### config.mk
export PLATFORM = sky130hd
export DESIGN_NAME = crlf_line_receiver
export DESIGN_NICKNAME = d
export VERILOG_FILES = /design/src/design/crlf_pkg.sv /design/src/design/crlf_front.sv /design/src/design/crlf_queue.sv /design/src/design/crlf_back.sv /design/src/design/crlf_line_receiver.sv
export SDC_FILE = /design/constraint.sdc
export NUM_CORES = 2
export LEC_CHECK = 0
export BUFFER_PORTS_ARGS = -buffer_cell sky130_fd_sc_hd__buf_2
export CAP_MARGIN = 20
export CORE_ASPECT_RATIO = 1.1
export CORE_MARGIN = 2
export CORE_UTILIZATION = 40
export CTS_CLUSTER_SIZE = 25
export DETAILED_ROUTE_END_ITERATION = 8
export PLACE_DENSITY_LB_ADDON = 0.08
export SLEW_MARGIN = 20
export SYNTH_ARGS = -nofsm -noshare
export SYNTH_HDL_FRONTEND = slang
export SYNTH_SLANG_ARGS = --single-unit
### constraint.sdc
create_clock -name aclk -period 4.5 [get_ports aclk]
set_clock_uncertainty 0.15 [all_clocks]
set_input_delay 0.9 -clock aclk [delete_from_list [all_inputs] [get_ports aclk]]
set_output_delay 0.9 -clock aclk [all_outputs]
set_load 0.01 [all_outputs]
### src/design/crlf_pkg.sv
// ============================================================================
// crlf_pkg
// Shared types and constants for the CR LF line receiver.
// ============================================================================
`default_nettype none

package crlf_pkg;

    localparam int unsigned BUFFER_DEPTH_DEF = 256;
    localparam int unsigned QUEUE_DEPTH      = 2;

    localparam logic [7:0] CH_LF = 8'h0a;
    localparam logic [7:0] CH_CR = 8'h0d;

    localparam logic [1:0] OP_RX      = 2'd0;
    localparam logic [1:0] OP_RELEASE = 2'd1;
    localparam logic [1:0] OP_READ    = 2'd2;

    typedef enum logic [2:0] {
        CMD_NOP,
        CMD_DATA,
        CMD_CR,
        CMD_LF,
        CMD_RELEASE,
        CMD_READ
    } cmd_kind_t;

    typedef struct packed {
        cmd_kind_t  kind;
        logic [7:0] rx_byte;
        logic [7:0] read_index;
        logic       in_range;
    } cmd_t;

    typedef struct packed {
        logic full;
        logic empty;
    } q_stat_t;

endpackage

`default_nettype wire

### src/design/crlf_front.sv
// ============================================================================
// crlf_front
// Accepts input beats and decodes them into commands for the queue.
// ============================================================================
`default_nettype none

module crlf_front #(
    parameter int unsigned BUFFER_DEPTH = crlf_pkg::BUFFER_DEPTH_DEF
) (
    input  wire logic            s_valid,
    output logic                 s_ready,
    input  wire logic [1:0]      s_op,
    input  wire logic [7:0]      s_rx_byte,
    input  wire logic [7:0]      s_read_index,
    input  wire crlf_pkg::q_stat_t q_stat,
    output logic                 push,
    output crlf_pkg::cmd_t       cmd
);

    crlf_pkg::cmd_kind_t kind;

    always_comb begin
        case (s_op)
            crlf_pkg::OP_RX: begin
                if (s_rx_byte == crlf_pkg::CH_CR) begin
                    kind = crlf_pkg::CMD_CR;
                end else if (s_rx_byte == crlf_pkg::CH_LF) begin
                    kind = crlf_pkg::CMD_LF;
                end else begin
                    kind = crlf_pkg::CMD_DATA;
                end
            end
            crlf_pkg::OP_RELEASE: kind = crlf_pkg::CMD_RELEASE;
            crlf_pkg::OP_READ:    kind = crlf_pkg::CMD_READ;
            default:              kind = crlf_pkg::CMD_NOP;
        endcase
    end

    assign s_ready = !q_stat.full;
    assign push    = s_valid && !q_stat.full;

    assign cmd.kind       = kind;
    assign cmd.rx_byte    = s_rx_byte;
    assign cmd.read_index = s_read_index;
    assign cmd.in_range   = ({24'd0, s_read_index} < 32'(BUFFER_DEPTH));

endmodule

`default_nettype wire

### src/design/crlf_queue.sv
// ============================================================================
// crlf_queue
// Short command queue between the decode front and the execution back.
// ============================================================================
`default_nettype none

module crlf_queue (
    input  wire logic              aclk,
    input  wire logic              aresetn,
    input  wire logic              push,
    input  wire crlf_pkg::cmd_t    push_cmd,
    input  wire logic              pop,
    output crlf_pkg::cmd_t         pop_cmd,
    output crlf_pkg::q_stat_t      q_stat
);

    localparam int unsigned PTR_W = $clog2(crlf_pkg::QUEUE_DEPTH);
    localparam int unsigned CNT_W = $clog2(crlf_pkg::QUEUE_DEPTH + 1);

    crlf_pkg::cmd_t    entry_reg [crlf_pkg::QUEUE_DEPTH];
    logic [PTR_W-1:0]  wr_ptr_reg, wr_ptr_next;
    logic [PTR_W-1:0]  rd_ptr_reg, rd_ptr_next;
    logic [CNT_W-1:0]  cnt_reg, cnt_next;

    always_comb begin
        wr_ptr_next = wr_ptr_reg;
        rd_ptr_next = rd_ptr_reg;
        cnt_next    = cnt_reg;
        if (push) begin
            wr_ptr_next = (wr_ptr_reg == PTR_W'(crlf_pkg::QUEUE_DEPTH - 1))
                        ? '0 : wr_ptr_reg + 1'b1;
        end
        if (pop) begin
            rd_ptr_next = (rd_ptr_reg == PTR_W'(crlf_pkg::QUEUE_DEPTH - 1))
                        ? '0 : rd_ptr_reg + 1'b1;
        end
        if (push && !pop) begin
            cnt_next = cnt_reg + 1'b1;
        end else if (pop && !push) begin
            cnt_next = cnt_reg - 1'b1;
        end
    end

    always_ff @(posedge aclk) begin
        if (!aresetn) begin
            wr_ptr_reg <= '0;
            rd_ptr_reg <= '0;
            cnt_reg    <= '0;
        end else begin
            wr_ptr_reg <= wr_ptr_next;
            rd_ptr_reg <= rd_ptr_next;
            cnt_reg    <= cnt_next;
        end
    end

    always_ff @(posedge aclk) begin
        if (push) begin
            entry_reg[wr_ptr_reg] <= push_cmd;
        end
    end

    assign pop_cmd      = entry_reg[rd_ptr_reg];
    assign q_stat.full  = (cnt_reg == CNT_W'(crlf_pkg::QUEUE_DEPTH));
    assign q_stat.empty = (cnt_reg == '0);

endmodule

`default_nettype wire

### src/design/crlf_back.sv
// ============================================================================
// crlf_back
// Executes commands: line state, line store and the result register.
// ============================================================================
`default_nettype none

module crlf_back #(
    parameter int unsigned BUFFER_DEPTH = crlf_pkg::BUFFER_DEPTH_DEF
) (
    input  wire logic              aclk,
    input  wire logic              aresetn,
    input  wire crlf_pkg::cmd_t    cmd,
    input  wire crlf_pkg::q_stat_t q_stat,
    output logic                   pop,
    output logic                   m_valid,
    input  wire logic              m_ready,
    output logic                   m_line_done,
    output logic                   m_cr_pending,
    output logic [7:0]             m_line_length,
    output logic [7:0]             m_read_data
);

    localparam int unsigned CNT_W = $clog2(BUFFER_DEPTH);

    logic [7:0]       line_store [BUFFER_DEPTH];

    logic [CNT_W-1:0] count_reg, count_next;
    logic             cr_reg, cr_next;
    logic             done_reg, done_next;
    logic             out_valid_reg;
    logic             out_done_reg, out_cr_reg;
    logic [7:0]       out_len_reg;
    logic             out_rd_sel_reg;
    logic [7:0]       rd_data_reg;
    logic             store_en;
    logic             issue;
    logic             is_read;

    // Issue when a command waits and the result register is free or draining.
    assign issue   = !q_stat.empty && (!out_valid_reg || m_ready);
    assign pop     = issue;
    assign is_read = (cmd.kind == crlf_pkg::CMD_READ);

    always_comb begin
        count_next = count_reg;
        cr_next    = cr_reg;
        done_next  = done_reg;
        store_en   = 1'b0;
        case (cmd.kind)
            crlf_pkg::CMD_DATA, crlf_pkg::CMD_CR, crlf_pkg::CMD_LF: begin
                if (!done_reg) begin
                    if (cr_reg) begin
                        if (cmd.kind == crlf_pkg::CMD_LF) begin
                            done_next = 1'b1;
                        end else begin
                            // drop the line on anything but LF after CR
                            count_next = '0;
                            cr_next    = 1'b0;
                        end
                    end else if (cmd.kind == crlf_pkg::CMD_CR) begin
                        cr_next = 1'b1;
                    end else begin
                        store_en   = 1'b1;
                        count_next = (count_reg == CNT_W'(BUFFER_DEPTH - 1))
                                   ? '0 : count_reg + 1'b1;
                    end
                end
            end
            crlf_pkg::CMD_RELEASE: begin
                count_next = '0;
                cr_next    = 1'b0;
                done_next  = 1'b0;
            end
            default: begin
            end
        endcase
    end

    always_ff @(posedge aclk) begin
        if (!aresetn) begin
            count_reg     <= '0;
            cr_reg        <= 1'b0;
            done_reg      <= 1'b0;
            out_valid_reg <= 1'b0;
        end else begin
            if (issue) begin
                count_reg <= count_next;
                cr_reg    <= cr_next;
                done_reg  <= done_next;
            end
            if (issue) begin
                out_valid_reg <= 1'b1;
            end else if (m_ready) begin
                out_valid_reg <= 1'b0;
            end
        end
    end

    always_ff @(posedge aclk) begin
        if (issue) begin
            out_done_reg   <= done_next;
            out_cr_reg     <= cr_next;
            out_len_reg    <= 8'(count_next);
            out_rd_sel_reg <= is_read && cmd.in_range;
        end
    end

    // Line store: one write port, one registered read port.
    always_ff @(posedge aclk) begin
        if (issue && store_en) begin
            line_store[count_reg] <= cmd.rx_byte;
        end
        if (issue && is_read) begin
            rd_data_reg <= line_store[CNT_W'(cmd.read_index)];
        end
    end

    assign m_valid       = out_valid_reg;
    assign m_line_done   = out_done_reg;
    assign m_cr_pending  = out_cr_reg;
    assign m_line_length = out_len_reg;
    assign m_read_data   = out_rd_sel_reg ? rd_data_reg : 8'd0;

endmodule

`default_nettype wire

### src/design/crlf_line_receiver.sv
// An accepted input beat is written into the command queue; the back end then issues it
// into the result register behind m_valid once that is free or draining. One beat per
// cycle is taken unless the result stalls; the back end issues one command per cycle
// from a two-entry queue, and the line store takes one write and one read per cycle.
// Reset (aresetn low, synchronous) clears the count, both flags and the queue;
// the line store is not cleared and holds undefined data until written.
// ============================================================================
// crlf_line_receiver
// Receive buffer that assembles one CR LF terminated line from serial bytes.
// ============================================================================
`default_nettype none

module crlf_line_receiver #(
    parameter int unsigned BUFFER_DEPTH = crlf_pkg::BUFFER_DEPTH_DEF
) (
    input  wire logic       aclk,
    input  wire logic       aresetn,
    input  wire logic       s_valid,
    output logic            s_ready,
    input  wire logic [1:0] s_op,
    input  wire logic [7:0] s_rx_byte,
    input  wire logic [7:0] s_read_index,
    output logic            m_valid,
    input  wire logic       m_ready,
    output logic            m_line_done,
    output logic            m_cr_pending,
    output logic [7:0]      m_line_length,
    output logic [7:0]      m_read_data
);

    crlf_pkg::cmd_t    push_cmd;
    crlf_pkg::cmd_t    pop_cmd;
    crlf_pkg::q_stat_t q_stat;
    logic              push;
    logic              pop;

    crlf_front #(
        .BUFFER_DEPTH (BUFFER_DEPTH)
    ) u_front (
        .s_valid      (s_valid),
        .s_ready      (s_ready),
        .s_op         (s_op),
        .s_rx_byte    (s_rx_byte),
        .s_read_index (s_read_index),
        .q_stat       (q_stat),
        .push         (push),
        .cmd          (push_cmd)
    );

    crlf_queue u_queue (
        .aclk     (aclk),
        .aresetn  (aresetn),
        .push     (push),
        .push_cmd (push_cmd),
        .pop      (pop),
        .pop_cmd  (pop_cmd),
        .q_stat   (q_stat)
    );

    crlf_back #(
        .BUFFER_DEPTH (BUFFER_DEPTH)
    ) u_back (
        .aclk          (aclk),
        .aresetn       (aresetn),
        .cmd           (pop_cmd),
        .q_stat        (q_stat),
        .pop           (pop),
        .m_valid       (m_valid),
        .m_ready       (m_ready),
        .m_line_done   (m_line_done),
        .m_cr_pending  (m_cr_pending),
        .m_line_length (m_line_length),
        .m_read_data   (m_read_data)
    );

`ifndef SYNTHESIS
    a_no_push_full: assert property (@(posedge aclk) disable iff (!aresetn)
        push |-> !q_stat.full)
        else $error("push into full command queue");

    a_no_pop_empty: assert property (@(posedge aclk) disable iff (!aresetn)
        pop |-> !q_stat.empty)
        else $error("pop from empty command queue");

    a_done_has_cr: assert property (@(posedge aclk) disable iff (!aresetn)
        (m_valid && m_line_done) |-> m_cr_pending)
        else $error("line done reported without CR flag");

    a_stall_holds: assert property (@(posedge aclk) disable iff (!aresetn)
        (m_valid && !m_ready) |=> (m_valid && $stable(m_line_length)
                                   && $stable(m_read_data)))
        else $error("result beat changed while stalled");
`endif

endmodule

`default_nettype wire
==> key figures <==
Synthesis
  • Synth area leader: edfxtp_1
  • Async SR Flop Fraction: 0
  • Number of flops mapped to enable cells by yosys: between 2000 and 2500
  • Area share of the largest cell type after synthesis: 0.752
  • Seq/Total Area, Yosys: 0.756
  • Synth Net Count: roughly 5400
  • Synth Register Bits: about 2100
  • Most frequent cells after synthesis: edfxtp_1 (2105), nand2_1 (758), mux2i_1 (470), nand3_1 (380), nor2_1 (292)
  • Average size of a mapped cell: between 15 and 20 sq um
  • Main area contributors after synthesis: edfxtp_1 (75%), mux2i_1 (5.6%), nand2_1 (3.4%)
  • Synth warn: 0
  • Number of distinct library cells after synthesis: 64
  • Mapped cell area: between 0.08 and 0.09 sq mm
  • Mapped Cells: about 5400
  • Most frequent cell after synthesis: edfxtp_1
  • Main synth FF type: edfxtp_1

GRT
  • GRT Overall Usage: 0.251
  • Global route overflow: 0
  • Initial antenna violation count: 12
  • Largest net degree at the start of global routing: around 120
  • First-pass GRT wire length: approximately 380000 microns
  • Number of global-route vias before repair: between 40000 and 50000

Power and ir drop
  • Pwr Density: about 580 mW/mm^2
  • Pwr Total: around 57 mW
  • Leakage: approximately 33 nW
  • Peak VDD IR: between 0.0004 and 0.0005 V

Timing
  • Slew @ Worst Pin: roughly 1.2 ns
  • Fmax: ~230 MHz
  • Unrepaired setup endpoints after global routing: no
  • Relative slew slack: 0.178
  • # setup viols final: 0
  • Post-route setup slack: around 0.18 ns
  • Max Slew Vio Count: 0
  • Fin. Hold Viols: 0
  • Minimum clock period: 4.32 ns
  • Final period util: 0.960

Clock tree
  • Clk pin slew, worst setup/hold paths: around 0.070 ns
  • Clk buf depth: 3
  • Clock H-tree levels: 4
  • Worst skew pair latency: slightly below 0.9 ns
  • CTS tree: yes
  • CTS buffer count: ~220
  • Root Driver: clkbuf_16
  • Clk sink count: between 2000 and 2500

Drt
  • Wire length per cell: 31.1 microns
  • Residual DRC count: 0
  • DR iter-0 viols: slightly above 5000
  • ANT nets after route: 0
  • DRT Wirelength: ~270000 microns
  • Routed vias: about 50000
  • Via density: 5.74
  • Drt pass-1 iters: 5

Placed design
  • Dpl cell area: around 0.09 sq mm
  • RePlAce Congestion: between 0.8 and 0.9
  • Port Buffers: around 40
  • Post-place setup slack: ~0.11 ns
  • Hpwl dp: 171000 microns
  • Placed insts: slightly above 8000

Critical path
  • Critical Path AT: approximately 4.8 ns
  • Crit Path Class: flop to flop
  • Slowest cell on crit path: o41ai_2
  • Startpoint types: flop
  • Cell Chain, Critical Path: mux2_8, buf_12, buf_12, mux2i_1, o221ai_1, nand4_1, o211ai_1, o41ai_2, buf_4, o2111ai_1
  • CP Capture Type: flop
  • CP max stage delay: ~0.75 ns
  • Required time of the critical path: 4.94 ns
  • Worst-path maximum fanout: 34
  • Cell mode on critical path: buf_12

Die
  • # IOs: 42
  • Die H: between 400 and 500 microns
  • DIE AREA: roughly 0.21 sq mm
  • Std cell rows: around 180
  • Die width: about 440 microns
  • Core area: around 0.21 sq mm
  • Initial Util: 0.402

Run
  • # Max-Cap Violations: 0

Min path
  • Worst min-delay path class: primary input to flop

Final layout
  • Final instance area: between 0.09 and 0.1 sq mm
  • Max FFs per register: between 2000 and 2500
  • Area growth, synth to finish: 16.2%
  • Share of cells above drive strength 1: 0.160
  • Final Net Count: 5729
  • Fin cells: around 8700

Run status
  • Status: finished, final reports clean
## final timing paths
path                           start                       to  slack, ns  cells after the start
setup / recovery                flop    u_back.rd_data_reg[5]       0.18                     10
hold / removal       s_read_index[2]  u_queue.entry_reg[1][2]       0.07                      1
setup reg to reg                flop    u_back.rd_data_reg[5]       0.18                     10
hold reg to reg   u_queue.cnt_reg[1]       u_queue.cnt_reg[1]       0.41                      2
## stage by stage
step / TNS [ns] / utilization / hold WS, ns
3_5_place_dp: 0 / 0.434 / 0.417
6_report: 0 / 0.467 / 0.0733
4_1_cts: 0 / 0.467 / 0.00678
3_3_place_gp: -0.188 / 0.433 / 0.399
2_1_floorplan: 0 / - / 0.341
5_1_grt: 0 / 0.467 / 0.0372
## critical path, delay by kind of cell (launching register included)
kind,cells,cell delay [ns]
buf+inv,3,0.78
compound gates,4,1.42
simple gates,1,0.26
flops,1,0.47
mux,2,0.83
## area by class of cell
cell class	count	area, sq um
fill	18100	111000
sequential	2121	63500
multi-input combinational	2878	19300
clock buffer	277	5700
timing repair buffer	467	4290
tap	2759	3450
clock inverter	136	1320
inverter	14	52.6
antenna	17	42.5
## metal layers
layer  routed length [microns]  vias to the layer above  track usage
li1                          -                    21600            -
met1                    116000                    26000        0.349
met2                    129000                     1693        0.404
met3                     14600                      397       0.0349
met4                     10300                        2       0.0874
met5                         6                        -            0
## where the power goes
group	leakage, nW	internal, mW	switching [mW]	total, mW
sequential	19.1	23.6	0.270	23.8
clock	3.43	10.1	7.81	17.9
combinational	10.2	4.35	10.7	15.0
total	32.7	38.0	18.8	56.8
## layout by cell type, fill, tap and decap left out, types with 71 or more instances in the layout
master,count
edfxtp_1,2105
mux2i_1,467
mux4_2,102
o21ai_0,104
buf_4,353
o22ai_1,74
buf_12,71
nor3_1,74
o221ai_1,163
nor2_1,286
a21oi_1,98
clkbuf_16,218
a31oi_1,119
nand2_1,757
nand3_1,368
## cell families (layout without fill, tap and decap cells)
| family | count (synthesis) | in the layout | synth area share |
|---|---|---|---|
| simple gates | 1607 | 1607 | 0.0818 |
| xor+xnor | 3 | 3 | 0.000313 |
| fa+ha+maj | 7 | 7 | 0.00104 |
| mux | 586 | 586 | 0.0852 |
| flops | 2121 | 2121 | 0.756 |
| other cells | 0 | 17 | 0 |
| buf+inv | 374 | 894 | 0.0200 |
| compound gates | 675 | 675 | 0.0560 |
## timing repair
action | 4_1_cts | 5_1_grt
buffers inserted | 0 | 0
endpoints found under the setup margin | 0 | 1
hold buffers | 1 | 0
resized for setup | 0 | 1
endpoints found under the hold margin | 2 | 0
Power figures use the tool's default switching activity.
